File: src/hdl/srpl_pkg.sv
`timescale 1ns / 1ps
`default_nettype none

package srpl_pkg;

  localparam int unsigned HoldBits    = 16;
  localparam logic [15:0] HoldReset   = 16'd255;
  localparam int unsigned CfgAddrBits = 3;
  localparam int unsigned CfgDataBits = 32;

  typedef enum logic [0:0] {
    REG_HOLD_RELOAD = 1'b0,
    REG_UNUSED      = 1'b1
  } srpl_reg_t;

  typedef struct packed {
    logic start;
    logic square;
    logic accum;
    logic root_init;
    logic root_step;
    logic peak;
    logic load_out;
  } srpl_cmd_t;

endpackage

`default_nettype wire

File: src/hdl/srpl_if.sv
`timescale 1ns / 1ps
`default_nettype none

interface srpl_in_if #(
  parameter int unsigned SAMPLE_BITS = 10
);
  logic                   valid;
  logic                   ready;
  logic [SAMPLE_BITS-1:0] left_sample;
  logic [SAMPLE_BITS-1:0] right_sample;

  modport source (output valid, output left_sample, output right_sample, input ready);
  modport sink   (input valid, input left_sample, input right_sample, output ready);
endinterface

interface srpl_out_if #(
  parameter int unsigned SAMPLE_BITS = 10
);
  logic                   valid;
  logic                   ready;
  logic [SAMPLE_BITS-1:0] left_level;
  logic [SAMPLE_BITS-1:0] right_level;
  logic [SAMPLE_BITS-1:0] left_peak;
  logic [SAMPLE_BITS-1:0] right_peak;

  modport source (output valid, output left_level, output right_level,
                  output left_peak, output right_peak, input ready);
  modport sink   (input valid, input left_level, input right_level,
                  input left_peak, input right_peak, output ready);
endinterface

`default_nettype wire

File: src/hdl/srpl_isqrt.sv
`timescale 1ns / 1ps
`default_nettype none

module srpl_isqrt #(
  parameter int unsigned SAMPLE_BITS = 10
) (
  input  wire logic                     clk,
  input  wire logic                     init,
  input  wire logic                     step,
  input  wire logic [2*SAMPLE_BITS-1:0] radicand,
  output logic      [SAMPLE_BITS-1:0]   root
);

  localparam int unsigned RadBits = 2 * SAMPLE_BITS;
  localparam int unsigned RemBits = SAMPLE_BITS + 2;

  logic [RadBits-1:0]     rad_r;
  logic [RemBits-1:0]     rem_r;
  logic [SAMPLE_BITS-1:0] root_r;

  logic [RemBits-1:0] rem_sh;
  logic [RemBits-1:0] trial;
  logic               fits;

  assign rem_sh = {rem_r[SAMPLE_BITS-1:0], rad_r[RadBits-1 -: 2]};
  assign trial  = {root_r, 2'b01};
  assign fits   = (rem_sh >= trial);

  always_ff @(posedge clk) begin
    if (init) begin
      rad_r  <= radicand;
      rem_r  <= '0;
      root_r <= '0;
    end else if (step) begin
      rad_r <= {rad_r[RadBits-3:0], 2'b00};
      if (fits) begin
        rem_r  <= rem_sh - trial;
        root_r <= {root_r[SAMPLE_BITS-2:0], 1'b1};
      end else begin
        rem_r  <= rem_sh;
        root_r <= {root_r[SAMPLE_BITS-2:0], 1'b0};
      end
    end
  end

  assign root = root_r;

endmodule

`default_nettype wire

File: src/hdl/srpl_dp.sv
`timescale 1ns / 1ps
`default_nettype none

module srpl_dp #(
  parameter int unsigned WINDOW_LOG2 = 5,
  parameter int unsigned SAMPLE_BITS = 10
) (
  input  wire logic                            clk,
  input  wire logic                            rst_n,
  input  wire srpl_pkg::srpl_cmd_t             cmd,
  input  wire logic [SAMPLE_BITS-1:0]          left_sample,
  input  wire logic [SAMPLE_BITS-1:0]          right_sample,
  input  wire logic [srpl_pkg::HoldBits-1:0]   hold_reload,
  output logic      [SAMPLE_BITS-1:0]          left_level,
  output logic      [SAMPLE_BITS-1:0]          right_level,
  output logic      [SAMPLE_BITS-1:0]          left_peak,
  output logic      [SAMPLE_BITS-1:0]          right_peak
);

  localparam int unsigned Depth   = 1 << WINDOW_LOG2;
  localparam int unsigned SqBits  = 2 * SAMPLE_BITS;
  localparam int unsigned SumBits = SqBits + WINDOW_LOG2;
  localparam int unsigned HB      = srpl_pkg::HoldBits;

  logic [2*SqBits-1:0]    ring_mem [Depth];
  logic [2*SqBits-1:0]    rd_data_r;
  logic [WINDOW_LOG2-1:0] ptr_r;
  logic                   filled_r;

  logic [SAMPLE_BITS-1:0] ls_r, rs_r;
  logic [SqBits-1:0]      lsq_r, rsq_r;
  logic [SumBits-1:0]     lsum_r, rsum_r;
  logic [SAMPLE_BITS-1:0] lheld_r, rheld_r;
  logic [HB-1:0]          hold_cnt_r;
  logic [SAMPLE_BITS-1:0] llev_r, rlev_r, lpk_r, rpk_r;

  logic [SqBits-1:0]      lold, rold;
  logic [SumBits-1:0]     lsum_nxt, rsum_nxt;
  logic [SAMPLE_BITS-1:0] lroot, rroot;

  assign lold = filled_r ? rd_data_r[2*SqBits-1:SqBits] : '0;
  assign rold = filled_r ? rd_data_r[SqBits-1:0]        : '0;

  assign lsum_nxt = lsum_r - SumBits'(lold) + SumBits'(lsq_r);
  assign rsum_nxt = rsum_r - SumBits'(rold) + SumBits'(rsq_r);

  always_ff @(posedge clk) begin
    if (cmd.start) begin
      rd_data_r <= ring_mem[ptr_r];
    end
    if (cmd.accum) begin
      ring_mem[ptr_r] <= {lsq_r, rsq_r};
    end
  end

  always_ff @(posedge clk) begin
    if (cmd.start) begin
      ls_r <= left_sample;
      rs_r <= right_sample;
    end
    if (cmd.square) begin
      lsq_r <= {{SAMPLE_BITS{1'b0}}, ls_r} * {{SAMPLE_BITS{1'b0}}, ls_r};
      rsq_r <= {{SAMPLE_BITS{1'b0}}, rs_r} * {{SAMPLE_BITS{1'b0}}, rs_r};
    end
    if (cmd.load_out) begin
      llev_r <= lroot;
      rlev_r <= rroot;
      lpk_r  <= lheld_r;
      rpk_r  <= rheld_r;
    end
  end

  always_ff @(posedge clk) begin
    if (!rst_n) begin
      ptr_r      <= '0;
      filled_r   <= 1'b0;
      lsum_r     <= '0;
      rsum_r     <= '0;
      lheld_r    <= '0;
      rheld_r    <= '0;
      hold_cnt_r <= '0;
    end else begin
      if (cmd.start) begin
        if (hold_cnt_r != '0) begin
          hold_cnt_r <= hold_cnt_r - HB'(1);
        end else begin
          hold_cnt_r <= hold_reload;
          if (lheld_r != '0) begin
            lheld_r <= lheld_r - SAMPLE_BITS'(1);
          end
          if (rheld_r != '0) begin
            rheld_r <= rheld_r - SAMPLE_BITS'(1);
          end
        end
      end
      if (cmd.accum) begin
        lsum_r <= lsum_nxt;
        rsum_r <= rsum_nxt;
        ptr_r  <= ptr_r + WINDOW_LOG2'(1);
        if (ptr_r == {WINDOW_LOG2{1'b1}}) begin
          filled_r <= 1'b1;
        end
      end
      if (cmd.peak) begin
        if (lheld_r < lroot) begin
          lheld_r <= lroot;
        end
        if (rheld_r < rroot) begin
          rheld_r <= rroot;
        end
        if ((lheld_r < lroot) || (rheld_r < rroot)) begin
          hold_cnt_r <= hold_reload;
        end
      end
    end
  end

  srpl_isqrt #(.SAMPLE_BITS(SAMPLE_BITS)) u_root_l (
    .clk      (clk),
    .init     (cmd.root_init),
    .step     (cmd.root_step),
    .radicand (lsum_r[SumBits-1:WINDOW_LOG2]),
    .root     (lroot)
  );

  srpl_isqrt #(.SAMPLE_BITS(SAMPLE_BITS)) u_root_r (
    .clk      (clk),
    .init     (cmd.root_init),
    .step     (cmd.root_step),
    .radicand (rsum_r[SumBits-1:WINDOW_LOG2]),
    .root     (rroot)
  );

  assign left_level  = llev_r;
  assign right_level = rlev_r;
  assign left_peak   = lpk_r;
  assign right_peak  = rpk_r;

endmodule

`default_nettype wire

File: src/hdl/srpl_ctrl.sv
`timescale 1ns / 1ps
`default_nettype none

module srpl_ctrl #(
  parameter int unsigned SAMPLE_BITS = 10
) (
  input  wire logic                clk,
  input  wire logic                rst_n,
  input  wire logic                in_valid,
  output logic                     in_ready,
  output logic                     out_valid,
  input  wire logic                out_ready,
  output srpl_pkg::srpl_cmd_t      cmd
);

  localparam int unsigned CntBits = $clog2(SAMPLE_BITS);

  typedef enum logic [2:0] {
    ST_IDLE,
    ST_SQUARE,
    ST_ACCUM,
    ST_ROOT_INIT,
    ST_ROOT,
    ST_PEAK,
    ST_DONE
  } state_t;

  state_t             state_r;
  logic [CntBits-1:0] cnt_r;
  logic               out_valid_r;
  logic               out_free;

  assign out_free = !out_valid_r || out_ready;
  assign in_ready = (state_r == ST_IDLE);

  always_comb begin
    cmd           = '0;
    cmd.start     = (state_r == ST_IDLE) && in_valid;
    cmd.square    = (state_r == ST_SQUARE);
    cmd.accum     = (state_r == ST_ACCUM);
    cmd.root_init = (state_r == ST_ROOT_INIT);
    cmd.root_step = (state_r == ST_ROOT);
    cmd.peak      = (state_r == ST_PEAK);
    cmd.load_out  = (state_r == ST_DONE) && out_free;
  end

  always_ff @(posedge clk) begin
    if (!rst_n) begin
      state_r     <= ST_IDLE;
      cnt_r       <= '0;
      out_valid_r <= 1'b0;
    end else begin
      if (cmd.load_out) begin
        out_valid_r <= 1'b1;
      end else if (out_valid_r && out_ready) begin
        out_valid_r <= 1'b0;
      end
      case (state_r)
        ST_IDLE: begin
          if (in_valid) begin
            state_r <= ST_SQUARE;
          end
        end
        ST_SQUARE:    state_r <= ST_ACCUM;
        ST_ACCUM:     state_r <= ST_ROOT_INIT;
        ST_ROOT_INIT: begin
          cnt_r   <= '0;
          state_r <= ST_ROOT;
        end
        ST_ROOT: begin
          if (cnt_r == CntBits'(SAMPLE_BITS - 1)) begin
            state_r <= ST_PEAK;
          end else begin
            cnt_r <= cnt_r + CntBits'(1);
          end
        end
        ST_PEAK:      state_r <= ST_DONE;
        ST_DONE: begin
          if (out_free) begin
            state_r <= ST_IDLE;
          end
        end
        default:      state_r <= ST_IDLE;
      endcase
    end
  end

  assign out_valid = out_valid_r;

  a_cnt_range: assert property (@(posedge clk) disable iff (!rst_n)
    cnt_r <= CntBits'(SAMPLE_BITS - 1))
    else $error("root step counter out of range");

  a_load_free: assert property (@(posedge clk) disable iff (!rst_n)
    cmd.load_out |-> (!out_valid_r || out_ready))
    else $error("result register overwritten");

endmodule

`default_nettype wire

File: src/hdl/stereo_rms_peak_level_meter.sv
`timescale 1ns / 1ps
`default_nettype none

// Channel   Dir  Handshake              Payload
// in_ch     in   valid/ready            left_sample, right_sample
// out_ch    out  valid/ready            left_level, right_level, left_peak, right_peak
// apb       in   psel/penable/pready    paddr, pwdata, prdata (hold_reload at 0x0)
//
// The bit-serial square root, resolving one root bit per cycle, sets request length.
// Reset is synchronous and takes effect at once; window slots never written
// read as zero through a fill flag, so no clearing pass runs.
// A finished result holds in the output register until taken; the next
// request is accepted meanwhile and its result waits until the register frees.

module stereo_rms_peak_level_meter #(
  parameter int unsigned WINDOW_LOG2 = 5,
  parameter int unsigned SAMPLE_BITS = 10
) (
  input  wire logic                                  clk,
  input  wire logic                                  rst_n,
  srpl_in_if.sink                                    in_ch,
  srpl_out_if.source                                 out_ch,
  input  wire logic                                  psel,
  input  wire logic                                  penable,
  input  wire logic                                  pwrite,
  input  wire logic [srpl_pkg::CfgAddrBits-1:0]      paddr,
  input  wire logic [srpl_pkg::CfgDataBits-1:0]      pwdata,
  output logic      [srpl_pkg::CfgDataBits-1:0]      prdata,
  output logic                                       pready
);

  localparam int unsigned HB = srpl_pkg::HoldBits;
  localparam int unsigned DB = srpl_pkg::CfgDataBits;

  logic [HB-1:0]        hold_reload_r;
  srpl_pkg::srpl_reg_t  reg_sel;
  srpl_pkg::srpl_cmd_t  cmd;
  logic                 in_rdy;
  logic                 out_vld;

  assign reg_sel = srpl_pkg::srpl_reg_t'(paddr[srpl_pkg::CfgAddrBits-1]);
  assign pready  = 1'b1;

  always_ff @(posedge clk) begin
    if (!rst_n) begin
      hold_reload_r <= srpl_pkg::HoldReset;
    end else if (psel && penable && pwrite && (reg_sel == srpl_pkg::REG_HOLD_RELOAD)) begin
      hold_reload_r <= pwdata[HB-1:0];
    end
  end

  always_comb begin
    case (reg_sel)
      srpl_pkg::REG_HOLD_RELOAD: prdata = {{(DB - HB){1'b0}}, hold_reload_r};
      default:                   prdata = '0;
    endcase
  end

  srpl_ctrl #(.SAMPLE_BITS(SAMPLE_BITS)) u_ctrl (
    .clk       (clk),
    .rst_n     (rst_n),
    .in_valid  (in_ch.valid),
    .in_ready  (in_rdy),
    .out_valid (out_vld),
    .out_ready (out_ch.ready),
    .cmd       (cmd)
  );

  srpl_dp #(
    .WINDOW_LOG2 (WINDOW_LOG2),
    .SAMPLE_BITS (SAMPLE_BITS)
  ) u_dp (
    .clk          (clk),
    .rst_n        (rst_n),
    .cmd          (cmd),
    .left_sample  (in_ch.left_sample),
    .right_sample (in_ch.right_sample),
    .hold_reload  (hold_reload_r),
    .left_level   (out_ch.left_level),
    .right_level  (out_ch.right_level),
    .left_peak    (out_ch.left_peak),
    .right_peak   (out_ch.right_peak)
  );

  assign in_ch.ready  = in_rdy;
  assign out_ch.valid = out_vld;

  a_one_inflight: assert property (@(posedge clk) disable iff (!rst_n)
    (in_ch.valid && in_rdy) |=> !in_rdy)
    else $error("request accepted while another is in flight");

  a_left_peak: assert property (@(posedge clk) disable iff (!rst_n)
    out_vld |-> (out_ch.left_peak >= out_ch.left_level))
    else $error("left peak below left level");

  a_right_peak: assert property (@(posedge clk) disable iff (!rst_n)
    out_vld |-> (out_ch.right_peak >= out_ch.right_level))
    else $error("right peak below right level");

endmodule

`default_nettype wire
File: src/flat_wrapper.sv
// flat-port wrapper written by rule: the top's interface ports become plain ports
module stereo_rms_peak_level_meter_flat 
#(
  parameter int unsigned WINDOW_LOG2 = 5,
  parameter int unsigned SAMPLE_BITS = 10
)
  (clk, rst_n, psel, penable, pwrite, paddr, pwdata, prdata, pready, in_ch_valid, in_ch_left_sample, in_ch_right_sample, in_ch_ready, out_ch_valid, out_ch_left_level, out_ch_right_level, out_ch_left_peak, out_ch_right_peak, out_ch_ready);
  srpl_in_if #(.SAMPLE_BITS(SAMPLE_BITS)) in_ch_i ();
  srpl_out_if #(.SAMPLE_BITS(SAMPLE_BITS)) out_ch_i ();
  input  wire logic clk;
  input  wire logic rst_n;
  input  wire logic psel;
  input  wire logic penable;
  input  wire logic pwrite;
  input  wire logic [srpl_pkg::CfgAddrBits-1:0] paddr;
  input  wire logic [srpl_pkg::CfgDataBits-1:0] pwdata;
  output logic      [srpl_pkg::CfgDataBits-1:0] prdata;
  output logic pready;
  input wire logic [$bits(in_ch_i.valid)-1:0] in_ch_valid;
  input wire logic [$bits(in_ch_i.left_sample)-1:0] in_ch_left_sample;
  input wire logic [$bits(in_ch_i.right_sample)-1:0] in_ch_right_sample;
  output wire logic [$bits(in_ch_i.ready)-1:0] in_ch_ready;
  output wire logic [$bits(out_ch_i.valid)-1:0] out_ch_valid;
  output wire logic [$bits(out_ch_i.left_level)-1:0] out_ch_left_level;
  output wire logic [$bits(out_ch_i.right_level)-1:0] out_ch_right_level;
  output wire logic [$bits(out_ch_i.left_peak)-1:0] out_ch_left_peak;
  output wire logic [$bits(out_ch_i.right_peak)-1:0] out_ch_right_peak;
  input wire logic [$bits(out_ch_i.ready)-1:0] out_ch_ready;
  assign in_ch_i.valid = in_ch_valid;
  assign in_ch_i.left_sample = in_ch_left_sample;
  assign in_ch_i.right_sample = in_ch_right_sample;
  assign in_ch_ready = in_ch_i.ready;
  assign out_ch_valid = out_ch_i.valid;
  assign out_ch_left_level = out_ch_i.left_level;
  assign out_ch_right_level = out_ch_i.right_level;
  assign out_ch_left_peak = out_ch_i.left_peak;
  assign out_ch_right_peak = out_ch_i.right_peak;
  assign out_ch_i.ready = out_ch_ready;
  stereo_rms_peak_level_meter #(.WINDOW_LOG2(WINDOW_LOG2), .SAMPLE_BITS(SAMPLE_BITS)) u_core (.clk(clk), .rst_n(rst_n), .in_ch(in_ch_i), .out_ch(out_ch_i), .psel(psel), .penable(penable), .pwrite(pwrite), .paddr(paddr), .pwdata(pwdata), .prdata(prdata), .pready(pready));
endmodule
File: config.mk
export PLATFORM = sky130hd
export DESIGN_NAME = stereo_rms_peak_level_meter_flat
export DESIGN_NICKNAME = d
export VERILOG_FILES = /design/src/hdl/srpl_pkg.sv /design/src/hdl/srpl_if.sv /design/src/hdl/srpl_isqrt.sv /design/src/hdl/srpl_dp.sv /design/src/hdl/srpl_ctrl.sv /design/src/hdl/stereo_rms_peak_level_meter.sv /design/src/flat_wrapper.sv
export SDC_FILE = /design/constraint.sdc
export NUM_CORES = 2
export LEC_CHECK = 0
export ABC_AREA = 1
export BUFFER_PORTS_ARGS = -buffer_cell sky130_fd_sc_hd__buf_2
export CORE_MARGIN = 10
export CORE_UTILIZATION = 61
export DETAILED_ROUTE_END_ITERATION = 16
export PLACE_DENSITY_LB_ADDON = 0.15
export SLEW_MARGIN = 20
export SYNTH_ARGS = -nofsm -noshare
export SYNTH_HDL_FRONTEND = slang
export SYNTH_HIERARCHICAL = 1
export SYNTH_SLANG_ARGS = --single-unit
File: constraint.sdc
create_clock -name clk -period 9.8 [get_ports clk]
set_input_delay 1.47 -clock clk [delete_from_list [all_inputs] [get_ports clk]]
set_output_delay 1.47 -clock clk [all_outputs]
set_load 0.01 [all_outputs]
; ---- Word level (Yosys, flattened, before mapping)
; Memory sizes are Yosys's and may differ from the RTL's. A register that Yosys moved wholly into a read port is not among the register bits.
; Cells that the tools add are included.
[classes]
n_mux = 35
addsub = 11
magnitude_cmp = 4
n_reduce_logical = 18
n_eq_ne = 12
bitwise_logic = 1
multipliers = 2
[ops]
columns = operator, count
row1 = 2-to-1 mux 10 bit, 12
row2 = 2-to-1 mux 20 bit, 6
row3 = 2-to-1 mux 16 bit, 5
row4 = adder 25 x 20 -> 25 bit, 2
row5 = subtractor 25 x 20 -> 25 bit, 2
row6 = multiplier 10 x 10 -> 20 bit, 2
row7 = >= comparator 12 bit, 2
row8 = case mux 3 bit (7 select lines), 1
row9 = < comparator 10 bit, 2
row10 = nonzero test 10 bit, 2
row11 = "subtractor 10 x 1 -> 10 bit, second input constant", 2
row12 = subtractor 10 bit, 2
row13 = nonzero test 16 bit, 1
row14 = "subtractor 16 x 1 -> 16 bit, second input constant", 1
row15 = "equality test 3 bit, second input constant", 3
row16 = 2-to-1 mux 3 bit, 3
row17 = case mux 4 bit (2 select lines), 1
row18 = "equality test 3 x 2 -> 1 bit, second input constant", 2
row19 = logical AND 1 bit, 6
row20 = 2-to-1 mux 1 bit, 6
row21 = "!= test 2 bit, second input constant", 3
row22 = "adder 5 x 1 -> 5 bit, second input constant", 1
row23 = "equality test 5 bit, second input constant", 1
row24 = "adder 4 x 1 -> 4 bit, second input constant", 1
row25 = other kinds (11), 14
[totals]
ramBits = 1280
in_bits = 62
word_cells = 109
output_inout_bits = 75
ff_bits = 296
mem_count = 1
[memory_table]
columns = name, words, width, rd, rd_clocked_by_memory_dff, wr, line_no
row1 = u_core.u_dp.ring_mem, 32, 40, 1, 1, 1, srpl_dp.sv:25  ; logic [2*SqBits-1:0] ring_mem [Depth];

; ---- Depth between registers and ports, before layout
[depth]
ltp_word = 6
depth_mapped = 20
mapped_depth_nobuf = 19

; ---- Hierarchy
; Netlist, hierarchy kept.
[by_module_without_submodules]
columns = module, n_inst, seq_area_each_um2, cells_each, area_each_um2
row1 = srpl_dp, 1, 42440.7, 5810, 66150.9
row2 = srpl_isqrt, 2, 1001.0, 292, 2259.7
row3 = stereo_rms_peak_level_meter, 1, 320.3, 144, 935.9
row4 = srpl_ctrl, 1, 160.2, 68, 486.7

; ---- Worst setup path before layout
; Ideal clock, no wire load.
[synth_timing]
path_type = input to register
startpoint = input in_ch_valid
endpoint = register u_core.u_dp.hold_cnt_r[9]
required_time_ns = 9.687
setup_slack_ns = 2.641
path_stages = 11
arrival_time_ns = 7.045
setup_ns = 0.113
path_buffers = 0
path_cell_list = inv_1 -> nor3_1 -> inv_2 -> nor2_1 -> nand2_1 -> nor4_2 -> nand2_1 -> nand2_1 -> nand2_1 -> o21ai_1 -> nor2_1
[synth_rtl]
columns = element, line_no
row1 = from (decl), flat_wrapper.sv:19  ; input wire logic [$bits(in_ch_i.valid)-1:0] in_ch_valid;
row2 = to (signal assigned), srpl_dp.sv:85  ; hold_cnt_r <= hold_cnt_r - HB'(1);
row3 = to (signal assigned), srpl_dp.sv:87  ; hold_cnt_r <= hold_reload;
row4 = to (signal assigned), srpl_dp.sv:112  ; hold_cnt_r <= hold_reload;
row5 = to (decl), srpl_dp.sv:34  ; logic [HB-1:0] hold_cnt_r;

; ---- Worst setup path after layout
[layout_timing]
startpoint = register u_core.u_dp.rs_r[3]
endpoint = register u_core.u_dp.rsq_r[19], data pin
[layout_via]
elab_chain_len = 1
[layout_lines]
columns = element, line_no
row1 = from (decl), srpl_dp.sv:30  ; logic [SAMPLE_BITS-1:0] ls_r, rs_r;
row2 = from (signal assigned), srpl_dp.sv:59  ; rs_r <= right_sample;
row3 = multiplier 10 x 10 -> 20 bit, srpl_dp.sv:63  ; rsq_r <= {{SAMPLE_BITS{1'b0}}, rs_r} * {{SAMPLE_BITS{1'b0}}, rs_r};
row4 = to (signal assigned), srpl_dp.sv:63
row5 = to (decl), srpl_dp.sv:31  ; logic [SqBits-1:0] lsq_r, rsq_r;
; No other way between the ends.
; A chain may end at the register's enable or synchronous reset.

==> reports/qor.csv <==
stage,metric,value,unit
critical_path,reg2reg_depth,15,
clock_network,cts_tree,done,
sta,period_minus_slack,5190,ps
critical_path,path_common_cell,fa_1,
yosys,async_flop_share,0,
power,power_density,269,mW/mm²
yosys,synthTopCellsByCount,"edfxtp_1 (1392), nor2_1 (948), nand2_1 (903)",
yosys,synthCells,6606,
critical_path,worstPathBufferInverterCount,1,
power,power.leakage,31.2,nW
critical_path,cp_data_arrival_time,5740,ps
min_path,hp-start,u_core/u_dp/rheld_r[0],
route,wl_per_cell,22.1,µm
layout,nets,7041,
global_route,grt_max_degree,245,
sta,min_period_over_period,0.530,
yosys,synth_seq_cells,1548,
critical_path,r2r_start,u_core/u_dp/rs_r[3],
floorplanning,row_count,126,
floorplanning,die_h,364,µm
sta,worstMarginPinSlew,1160,ps
yosys,synth-edff-count,1392,
critical_path,cp-start-kind,flop,
critical_path,crit_family,adder cells,
min_path,min_path_type,flop to flop,
power,power.total,21.3,mW
sta,timing.final.max_slew_violations,0,
clock_network,clockBufferDepth,3,
yosys,synth_most_common_cell,edfxtp_1,
sta,maxSlewHeadroom,0.226,
yosys,synth_top_cells_by_area,"edfxtp_1 (58%), nor2_1 (4.9%), o21ai_0 (4.8%), nand2_1 (4.7%), dfxtp_1 (4.3%)",
yosys,ys_seq_area_frac,0.623,
route,ant_nets,0,
power,ir_worst_vdd,194,µV
layout,diodes,0,
sta,rsz0062_at_grt,no,
route,drc,0,
sta,setup_tns,0,ps
clock_network,cts_buffers,158,
floorplanning,ios,137,
route,drtPass1Iterations,5,
yosys,synth_area_leader_cell,edfxtp_1,
sta,hold_viol,0,
floorplanning,initial_core_util,0.612,
critical_path,critPathMaxStageDelay,570,ps
place,gp_congestion,0.888,
global_route,grt_pass1_vias,47524,
yosys,synth_top_cell_area_share,0.580,
floorplanning,die-area,0.132,mm²
yosys,ys_warn_count,6,
min_path,min_to,u_core/u_dp/right_peak[0],
critical_path,r2r_setup_slack,4610,ps
clock_network,cts.htree.levels,4,
yosys,synth.distinct_cells,57,
route,drt-initial-drc-count,5895,
run,max_cap_viol_count,0,
global_route,antenna_found_initial,2,
min_path,min_path_cells,0,
clock_network,insertion_delay,800,ps
sta,setup-violations-final,0,
floorplanning,chipWidth,364,µm
critical_path,path_class,flop to flop,
clock_network,clkTransAtPathRegs,60,ps
global_route,grt_pass1_wl,279,mm
critical_path,path_cells,nand2_1 -> inv_1 -> fa_1 -> fa_1 -> fa_1 -> fa_1 -> fa_1 -> ha_1 -> nand2_1 -> nor2_1 -> nand4_1 -> o21ai_0 -> nand3b_1 -> nand3b_1 -> nand2_1,
floorplanning,core_area,0.118,mm²
critical_path,reg2reg_to,u_core/u_dp/rsq_r[19],
place,portBuffers,101,
clock_network,cts-hold-fix-buffers,0,
critical_path,cp_slowest_cell,edfxtp_1,
sta,max_freq,193,MHz
layout,drive_gt1_frac,0.0816,
route,routed_via_density,5.95,
yosys,synth_area,0.0721,mm²
critical_path,cp-end-kind,flop,
outcome,status,completed,
global_route,grt-ovfl-total,0,
critical_path,path_max_fanout,10,
route,vias,49475,
route,routed_wl,184,mm
critical_path,worst_ep_required_time,10350,ps
place,dp_hpwl,105,mm
global_route,grt_use_total,0.275,
clock_network,cts-root-buf,clkbuf_16,
layout,area_growth,9.88,%
sta,finClkSkew,41.3,ps
clock_network,post_cts_buffers,0,
sta,holdWs,429,ps
clock_network,cts_sinks,1548,
yosys,synth_ff_type,edfxtp_1,
clock_network,cts_resized,0,
layout,post-route-util,0.673,
yosys,synth.avg_cell_area,10.9,µm²
per-layer routing:
metal  GRT usage  up-vias  share of wire
li1            -    22880              -
met1       0.375    23881           0.40
met2       0.444     2322           0.47
met3      0.0505      388          0.099
met4      0.0951        4          0.034
met5           0        -        0.00017
logic make-up after synthesis:
logic type,share of synthesized area
DFF,0.623
adders and majority gates,0.0708
other,0.000104
xor gates and xnor gates,0.0104
and+or+nand+nor,0.122
buffers and inverters,0.0602
AOI/OAI and AO/OA,0.113
layout make-up:
cell class | instances | area [µm²]
Clock buffer | 211 | 4280
Tap cell | 1536 | 1920
Clock inverter | 74 | 766
Inverter | 740 | 2800
Multi-Input combinational cell | 4005 | 23200
Fill cell | 8668 | 38500
Timing Repair Buffer | 197 | 1310
Sequential cell | 1548 | 44900
sequential cells by signal (all words and copies together), names as in the netlist, 5 cells and up:
| register | count |
|---|---|
| u_core/u_dp/rsum_r | 25 |
| u_core/u_dp/u_root_r/root | 10 |
| u_core/u_dp/rs_r | 10 |
| u_core/u_dp/left_peak | 10 |
| u_core/u_dp/u_root_l/rad_r | 20 |
| u_core/u_dp/u_root_l/rem_r | 10 |
| u_core/u_dp/left_level | 10 |
| u_core/u_dp/lsum_r | 25 |
| u_core/u_dp/ring_mem | 1216 |
| u_core/u_dp/right_peak | 10 |
| u_core/u_dp/ls_r | 10 |
| u_core/hold_reload_r | 16 |
| u_core/u_dp/u_root_l/root | 10 |
| u_core/u_dp/rd_data_r | 38 |
| u_core/u_dp/lheld_r | 10 |
| u_core/u_dp/u_root_r/rad_r | 20 |
| u_core/u_dp/rheld_r | 10 |
| u_core/u_dp/rsq_r | 19 |
| u_core/u_dp/hold_cnt_r | 16 |
| u_core/u_dp/u_root_r/rem_r | 10 |
| u_core/u_dp/ptr_r | 5 |
| u_core/u_dp/lsq_r | 19 |
| u_core/u_dp/right_level | 10 |
cells in the final DEF (no fill, tap or decap), types with 5 or more instances in the layout:
cell type   count
a21o_1         13
a21oi_1       179
a21oi_2        13
a22o_1        129
a31oi_1         7
buf_2         101
buf_4          87
bufinv_16       9
clkbuf_1       46
clkbuf_16     163
clkinv_1       36
clkinv_2       13
clkinvlp_4      5
conb_1         17
dfxtp_1       153
edfxtp_1     1392
fa_1          132
ha_1          197
inv_1         714
inv_2          18
inv_6           5
nand2_1       903
nand2_2        18
nand3_1       153
nand3_2         9
nand3b_1        6
nand4_1        42
nor2_1        911
nor2_2         14
nor2_4         43
nor3_1         29
nor3_2          6
o21ai_0       694
o21ai_1        21
o21bai_1       16
o22ai_1       324
xnor2_1        24
xor2_1         62
worst max path at each step:
stage / from / endpoint / depth (start not counted)
2_1_floorplan: in_ch_valid / u_core/u_dp/hold_cnt_r[9] / 11
3_3_place_gp: u_core/u_dp/rs_r[6] / u_core/u_dp/rsq_r[19] / 15
3_5_place_dp: u_core/u_dp/ls_r[6] / u_core/u_dp/lsq_r[19] / 15
4_1_cts: u_core/u_dp/rs_r[6] / u_core/u_dp/rsq_r[19] / 15
5_1_grt: u_core/u_dp/rs_r[6] / u_core/u_dp/rsq_r[19] / 15
6_report: u_core/u_dp/rs_r[3] / u_core/u_dp/rsq_r[19] / 15
power breakdown:
part / total [mW] / leakage [nW] / switching (mW) / internal (mW)
clock: 5.87 / 2.42 / 2.54 / 3.33
combinational: 6.89 / 14.9 / 4.59 / 2.30
sequential: 8.57 / 13.9 / 0.403 / 8.17
stage by stage:
| step | std cells | worst slack (ps) | cell area (µm²) |
|---|---|---|---|
| 6_report | 8311 | 4610 | 79200 |
| 5_1_grt | 8311 | 4340 | 79200 |
| 4_1_cts | 8306 | 4650 | 79100 |
| 2_1_floorplan | 6621 | 2640 | 72100 |
| 3_5_place_dp | 8021 | 4660 | 74100 |
| 3_3_place_gp | 8021 | 4690 | 74100 |
No activity file was read; power rests on OpenSTA's default activity.
